**src/rtl/core/hs_pkg.sv**
```systemverilog
// Shared types and constants for the heap sorter.
package hs_pkg;

    // Store size and key width
    localparam int DEPTH       = 64;
    localparam int KEY_BITS    = 16;
    localparam int KEY_FIELD_W = 16;
    localparam int POS_W       = 6;
    localparam int STORE_W     = (KEY_BITS < KEY_FIELD_W) ? KEY_BITS : KEY_FIELD_W;
    localparam int ADDR_W      = (DEPTH > 1) ? $clog2(DEPTH) : 1;
    localparam int CNT_W       = $clog2(DEPTH + 1);
    localparam int CHILD_W     = ADDR_W + 2;

    // Input item
    typedef struct packed {
        logic [KEY_FIELD_W-1:0] key;
        logic                   last_item;
    } key_item_t;

    // Result item
    typedef struct packed {
        logic [KEY_FIELD_W-1:0] sorted_key;
        logic [POS_W-1:0]       position;
        logic                   end_of_run;
        logic                   overflowed;
    } res_item_t;

    // Sequencer states
    typedef enum logic [3:0] {
        S_IDLE,
        S_UP_RD,
        S_UP_CMP,
        S_SORT_RD,
        S_EXTRACT,
        S_DOWN_RD,
        S_DOWN_CMP,
        S_OUT_RD,
        S_OUT
    } state_t;

endpackage

```
**src/rtl/core/heap_sorter.sv**
```systemverilog
// Heap sorter: loads keys into a max-heap in RAM, heap-sorts in place, streams ascending keys.
// Load: a key is taken only in idle, then sifted up, reading the parent and comparing per level.
// Sort: each extraction reads root and tail, moves the root to the tail and sifts the tail key
//   down, reading both children per level, as the single RAM write port and registered reads demand.
// Output: each result is read, then held until taken; no key is taken meanwhile.
// Reset clears the sequencer, the load count and the overflow flag; the key RAM is not cleared.
module heap_sorter
    import hs_pkg::*;
(
    input  logic      clk,
    input  logic      rst_n,
    input  logic      key_valid,
    output logic      key_ready,
    input  key_item_t key_item,
    output logic      res_valid,
    input  logic      res_ready,
    output res_item_t res_item
);

    // Control registers
    state_t             state_reg, state_next;
    logic [CNT_W-1:0]   count_reg, count_next;
    logic               dropped_reg, dropped_next;
    logic               last_reg, last_next;
    logic [ADDR_W-1:0]  pos_reg, pos_next;
    logic [CNT_W-1:0]   size_reg, size_next;
    logic [ADDR_W-1:0]  idx_reg, idx_next;
    logic [STORE_W-1:0] cur_reg, cur_next;

    // Key RAM: one write port, two registered read ports
    logic [STORE_W-1:0] mem [DEPTH];
    logic [STORE_W-1:0] rd_a_reg, rd_b_reg;
    logic               mem_we, rd_a_en, rd_b_en;
    logic [ADDR_W-1:0]  mem_wa, rd_a_addr, rd_b_addr;
    logic [STORE_W-1:0] mem_wd;

    // Index helpers
    logic [ADDR_W-1:0]  parent;
    logic [CHILD_W-1:0] left_w, right_w, size_w;
    logic               use_right;
    logic [STORE_W-1:0] child_val;
    logic [ADDR_W-1:0]  child_addr;
    logic               key_acc, res_acc, last_out;

    assign key_acc = key_valid && key_ready;
    assign res_acc = res_valid && res_ready;

    assign parent  = ADDR_W'((pos_reg - ADDR_W'(1)) >> 1);
    assign left_w  = (CHILD_W'(pos_reg) << 1) + CHILD_W'(1);
    assign right_w = left_w + CHILD_W'(1);
    assign size_w  = CHILD_W'(size_reg);

    // Larger child; right only counts when it lies inside the heap
    assign use_right  = (right_w < size_w) && (rd_b_reg > rd_a_reg);
    assign child_val  = use_right ? rd_b_reg : rd_a_reg;
    assign child_addr = use_right ? right_w[ADDR_W-1:0] : left_w[ADDR_W-1:0];

    assign last_out = (CNT_W'(idx_reg) + CNT_W'(1)) == count_reg;

    // Result item straight from the read register, held while waiting
    assign res_valid           = (state_reg == S_OUT);
    assign key_ready           = (state_reg == S_IDLE);
    assign res_item.sorted_key = KEY_FIELD_W'(rd_a_reg);
    assign res_item.position   = POS_W'(idx_reg);
    assign res_item.end_of_run = last_out;
    assign res_item.overflowed = dropped_reg;

    // RAM
    always_ff @(posedge clk)
    begin
        if (mem_we)
        begin
            mem[mem_wa] <= mem_wd;
        end
        if (rd_a_en)
        begin
            rd_a_reg <= mem[rd_a_addr];
        end
        if (rd_b_en)
        begin
            rd_b_reg <= mem[rd_b_addr];
        end
    end

    // Control state
    always_ff @(posedge clk or negedge rst_n)
    begin
        if (!rst_n)
        begin
            state_reg   <= S_IDLE;
            count_reg   <= '0;
            dropped_reg <= 1'b0;
            last_reg    <= 1'b0;
            pos_reg     <= '0;
            size_reg    <= '0;
            idx_reg     <= '0;
        end
        else
        begin
            state_reg   <= state_next;
            count_reg   <= count_next;
            dropped_reg <= dropped_next;
            last_reg    <= last_next;
            pos_reg     <= pos_next;
            size_reg    <= size_next;
            idx_reg     <= idx_next;
        end
    end

    // Value being sifted
    always_ff @(posedge clk)
    begin
        cur_reg <= cur_next;
    end

    // Sequencer
    always_comb
    begin
        state_next   = state_reg;
        count_next   = count_reg;
        dropped_next = dropped_reg;
        last_next    = last_reg;
        pos_next     = pos_reg;
        size_next    = size_reg;
        idx_next     = idx_reg;
        cur_next     = cur_reg;
        mem_we       = 1'b0;
        mem_wa       = pos_reg;
        mem_wd       = cur_reg;
        rd_a_en      = 1'b0;
        rd_a_addr    = '0;
        rd_b_en      = 1'b0;
        rd_b_addr    = '0;

        case (state_reg)
            S_IDLE:
            begin
                if (key_acc)
                begin
                    last_next = key_item.last_item;
                    if (count_reg < CNT_W'(DEPTH))
                    begin
                        // Insert: hole starts at the end of the heap
                        cur_next   = key_item.key[STORE_W-1:0];
                        pos_next   = ADDR_W'(count_reg);
                        count_next = count_reg + CNT_W'(1);
                        state_next = S_UP_RD;
                    end
                    else
                    begin
                        // Store full: key dropped
                        dropped_next = 1'b1;
                        size_next    = count_reg;
                        state_next   = key_item.last_item ? S_SORT_RD : S_IDLE;
                    end
                end
            end

            S_UP_RD:
            begin
                if (pos_reg == '0)
                begin
                    mem_we     = 1'b1;
                    size_next  = count_reg;
                    state_next = last_reg ? S_SORT_RD : S_IDLE;
                end
                else
                begin
                    rd_a_en    = 1'b1;
                    rd_a_addr  = parent;
                    state_next = S_UP_CMP;
                end
            end

            S_UP_CMP:
            begin
                mem_we = 1'b1;
                if (cur_reg > rd_a_reg)
                begin
                    // Smaller parent moves down into the hole
                    mem_wd     = rd_a_reg;
                    pos_next   = parent;
                    state_next = S_UP_RD;
                end
                else
                begin
                    size_next  = count_reg;
                    state_next = last_reg ? S_SORT_RD : S_IDLE;
                end
            end

            S_SORT_RD:
            begin
                if (size_reg <= CNT_W'(1))
                begin
                    idx_next   = '0;
                    state_next = S_OUT_RD;
                end
                else
                begin
                    rd_a_en    = 1'b1;
                    rd_a_addr  = '0;
                    rd_b_en    = 1'b1;
                    rd_b_addr  = ADDR_W'(size_reg - CNT_W'(1));
                    state_next = S_EXTRACT;
                end
            end

            S_EXTRACT:
            begin
                // Root max goes to the tail; tail key sifts down from the root
                mem_we     = 1'b1;
                mem_wa     = ADDR_W'(size_reg - CNT_W'(1));
                mem_wd     = rd_a_reg;
                cur_next   = rd_b_reg;
                size_next  = size_reg - CNT_W'(1);
                pos_next   = '0;
                state_next = S_DOWN_RD;
            end

            S_DOWN_RD:
            begin
                if (left_w >= size_w)
                begin
                    mem_we     = 1'b1;
                    state_next = S_SORT_RD;
                end
                else
                begin
                    rd_a_en    = 1'b1;
                    rd_a_addr  = left_w[ADDR_W-1:0];
                    rd_b_en    = 1'b1;
                    rd_b_addr  = right_w[ADDR_W-1:0];
                    state_next = S_DOWN_CMP;
                end
            end

            S_DOWN_CMP:
            begin
                mem_we = 1'b1;
                if (child_val > cur_reg)
                begin
                    // Larger child moves up into the hole
                    mem_wd     = child_val;
                    pos_next   = child_addr;
                    state_next = S_DOWN_RD;
                end
                else
                begin
                    state_next = S_SORT_RD;
                end
            end

            S_OUT_RD:
            begin
                rd_a_en    = 1'b1;
                rd_a_addr  = idx_reg;
                state_next = S_OUT;
            end

            S_OUT:
            begin
                if (res_acc)
                begin
                    if (last_out)
                    begin
                        count_next   = '0;
                        dropped_next = 1'b0;
                        state_next   = S_IDLE;
                    end
                    else
                    begin
                        idx_next   = idx_reg + ADDR_W'(1);
                        state_next = S_OUT_RD;
                    end
                end
            end

            default:
            begin
                state_next = S_IDLE;
            end
        endcase
    end

endmodule

```
**config.mk**
```make
export PLATFORM = sky130hd
export DESIGN_NAME = heap_sorter
export DESIGN_NICKNAME = d
export VERILOG_FILES = /design/src/rtl/core/hs_pkg.sv /design/src/rtl/core/heap_sorter.sv
export SDC_FILE = /design/constraint.sdc
export NUM_CORES = 2
export LEC_CHECK = 0
export BUFFER_PORTS_ARGS = -buffer_cell sky130_fd_sc_hd__buf_4
export CAP_MARGIN = 20
export CORE_UTILIZATION = 55
export DETAILED_ROUTE_END_ITERATION = 16
export PLACE_DENSITY = 0.71
export SYNTH_ARGS = -nofsm -noshare
export SYNTH_HDL_FRONTEND = slang
export SYNTH_SLANG_ARGS = --single-unit
```
**constraint.sdc**
```tcl
create_clock -name clk -period 8.4 [get_ports clk]
set_clock_uncertainty 0.15 [all_clocks]
set_input_delay 1.68 -clock clk [delete_from_list [all_inputs] [get_ports clk]]
set_output_delay 1.68 -clock clk [all_outputs]
set_load 0.1 [all_outputs]
```
==> impl_metrics.tcl <==
set metrics [dict create \
    status "finished clean" \
    cts_setup_buffers 0 \
    clk_latency_ns 0.76 \
    netSwitchingPower_mw 10.7 \
    cap_violations 0 \
    synthCells 4801 \
    synthToLayoutAreaGrowth_pct 10.7 \
    register_area_sq_um 33000 \
    port_buffers 46 \
    die_w_um 319 \
    multi_input_area_sq_um 20600 \
    grt_max_degree 173 \
    clockPowerShare 0.214 \
    initial_core_util 0.559 \
    grt_use_total 0.400 \
    sequentialPowerShare 0.329 \
    clkTransAtPathRegs_ns 0.06 \
    final_cells 6187 \
    max_slew_margin 0.140 \
    yosysUniqueCellTypes 83 \
    wl_per_cell_um 33.1 \
    ys_ff_latch 1104 \
    final-setup-viol-count 0 \
    end_kind "flop" \
    finalCriticalPeriod_ns 7.14 \
    p_sw_frac 0.435 \
    viasPerCell 7.09 \
    crit_arrival_ns 7.54 \
    fin_setup_tns_ns 0 \
    yosysWarnings 0 \
    syn_area_per_cell_sq_um 11.5 \
    fillers 7556 \
    async_reset_ff_frac 0.0290 \
    holdBufCountCts 0 \
    ctsResizeCount 0 \
    critPathKind "flop to flop" \
    grt_first_pass_wirelength_um 291000 \
    grt_pass1_vias 41100 \
    die_area_sq_um 102000 \
    largest_register "mem" \
    dp.cells 5965 \
    start_kind "flop" \
    std_cell_rows 115 \
    coreArea_sq_um 99000 \
    critPathRequiredTime_ns 8.80 \
    drt-initial-drc-count 8277 \
    gr-total-overflow 0 \
    cts-buffers-inserted 113 \
    p_comb_frac 0.457 \
    slew_violations 0 \
    clockRootBuffer "clkbuf_16" \
    syn_nets 4889 \
    power.density_nw_per_um2 401 \
    ys_top_cells_by_area "edfxtp_1 (58%), nand2_1 (8.5%), mux4_2 (6.8%)" \
    yosysTopAreaCell "edfxtp_1" \
    place.gp.congestion 1.01 \
    io_pins 47 \
    fmax_mhz 140 \
    min_period_over_period 0.850 \
    yosysMostFrequentCell "nand2_1" \
    antenna_found_initial 8 \
    peakVddDrop_mv 0.274 \
    htreeDepth 3 \
    largest_reg_flops 1024 \
    drc 0 \
    power.internal_mw 13.9 \
    whs_ns 0.412 \
    ant_nets 0 \
    dieHeight_um 319 \
    hp-class "flop to flop" \
    clock_sinks 1104 \
    dr.pass1.iters 7 \
    drive_gt1_frac 0.141 \
    vias 43900 \
    worst_slew_pin_slew_ns 1.28 \
    layout.nets 4887 \
    hold_viol_final 0 \
    cts_buffer_depth 3 \
    syn-cell-area_sq_um 55300 \
    netlist.area_leader.share 0.582 \
    p_leak_nw 21.8 \
    synth-edff-count 1072 \
    synth_common_cells "nand2_1 (1260), edfxtp_1 (1072), nand3_1 (640), a21oi_1 (232), clkbuf_1 (172)" \
    hpwl_um 128000 \
    cts_tree "yes" \
    power_mw 24.6 \
    ys_seq_area_frac 0.596 \
    rsz0062_at_grt "no" \
    synth_ff_type "edfxtp_1" \
    routed_wl_um 205000 \
    critical_path.max_fanout 42 \
]
==> worst paths after layout <==
check                       startpoint            to  slack [ns]  cells after the start
max in group asynchronous        rst_n  state_reg[0]        7.05                      1
hold reg to reg            dropped_reg   dropped_reg        0.41                      2
hold / removal             dropped_reg   dropped_reg        0.41                      2
min in group asynchronous        rst_n  count_reg[6]        0.71                      1
setup reg to reg            pos_reg[0]   mem[62][12]        1.26                     21
setup / recovery            pos_reg[0]   mem[62][12]        1.26                     21
==> area by class of cell <==
cell class / instances / share of cell area
Timing Repair Buffer: 241 / 0.0323
Inverter: 57 / 0.00349
Clock buffer: 120 / 0.0469
Tap cell: 1287 / 0.0263
Clock inverter: 92 / 0.0156
Antenna cell: 4 / 0.000163
Sequential cell: 1104 / 0.539
Multi-Input combinational cell: 3282 / 0.336
==> per-layer routing <==
layer	global-route usage	up-vias	share of wire
met5	0.00804	-	0.00072
met4	0.267	6	0.083
met3	0.152	893	0.17
met2	0.555	4056	0.41
met1	0.521	21000	0.33
li1	-	18000	-
==> kinds of logic (layout without fill, tap and decap cells) <==
logic type	after synthesis	count (layout)	share of synthesized area
AOI/OAI and AO/OA	706	706	0.0866
xor gates and xnor gates	23	23	0.00389
adders and majority gates	67	67	0.0152
buffers and inverters	415	510	0.0358
DFF	1104	1104	0.596
muxes	278	278	0.0887
other	0	4	0
and+or+nand+nor	2208	2208	0.173
==> critical path, cell delays in order (launching register included) <==
cell      delay (ns)
dfrtp_1         0.59
inv_1           0.29
ha_1            0.62
ha_1            0.31
o21a_1          0.11
o21a_1          0.17
o21a_1          0.17
o211ai_1        0.30
o311ai_4        0.14
buf_4           0.27
mux2_2          0.33
ha_1            0.30
o21a_1          0.19
o21a_1          0.15
o21ai_0         0.23
o21ai_0         0.14
o31ai_1         0.45
nand2_1         0.15
o21ai_0         0.13
or2_2           0.41
a221o_2         0.93
buf_4           0.33
==> through the flow <==
step	util	instance area (sq um)	setup slack (ns)
after floorplan	-	55300	1.39
after global placement	0.578	57300	1.45
after detailed placement	0.579	57300	1.33
after CTS	0.618	61200	1.32
after global routing	0.619	61200	0.868
final	0.619	61200	1.26
==> placed cells by master, fill, tap and decap left out, types with 17 or more instances in the layout <==
master / synthesis / final
a211oi_1: 45 / 45
a21o_1: 22 / 19
a21oi_1: 232 / 228
a22oi_1: 60 / 60
a311oi_1: 21 / 21
a31oi_1: 58 / 58
a32oi_1: 31 / 31
and3_1: 53 / 53
buf_4: 27 / 222
clkbuf_16: 0 / 114
clkinv_1: 1 / 31
clkinv_2: 0 / 25
dfrtp_1: 32 / 32
edfxtp_1: 1072 / 1072
ha_1: 67 / 67
inv_1: 56 / 56
mux2_2: 36 / 36
mux2i_1: 76 / 76
mux4_2: 166 / 166
nand2_1: 1260 / 1258
nand3_1: 640 / 639
nand4_1: 18 / 18
nor2_1: 125 / 110
nor2b_1: 25 / 25
nor3_1: 21 / 19
o211a_1: 17 / 17
o21ai_0: 61 / 61
o22ai_1: 20 / 20
==> power by group through the flow <==
| stage | combinational, mW | clock, mW | sequential, mW |
|---|---|---|---|
| after floorplan | 6.34 | 0 | 8.39 |
| after global placement | 10.5 | 0 | 8.18 |
| after detailed placement | 10.6 | 0 | 8.19 |
| after CTS | 10.6 | 5.22 | 8.08 |
| after global routing | 11.5 | 5.44 | 8.13 |
| final | 11.2 | 5.25 | 8.10 |
(Power assumes the default switching activity.)
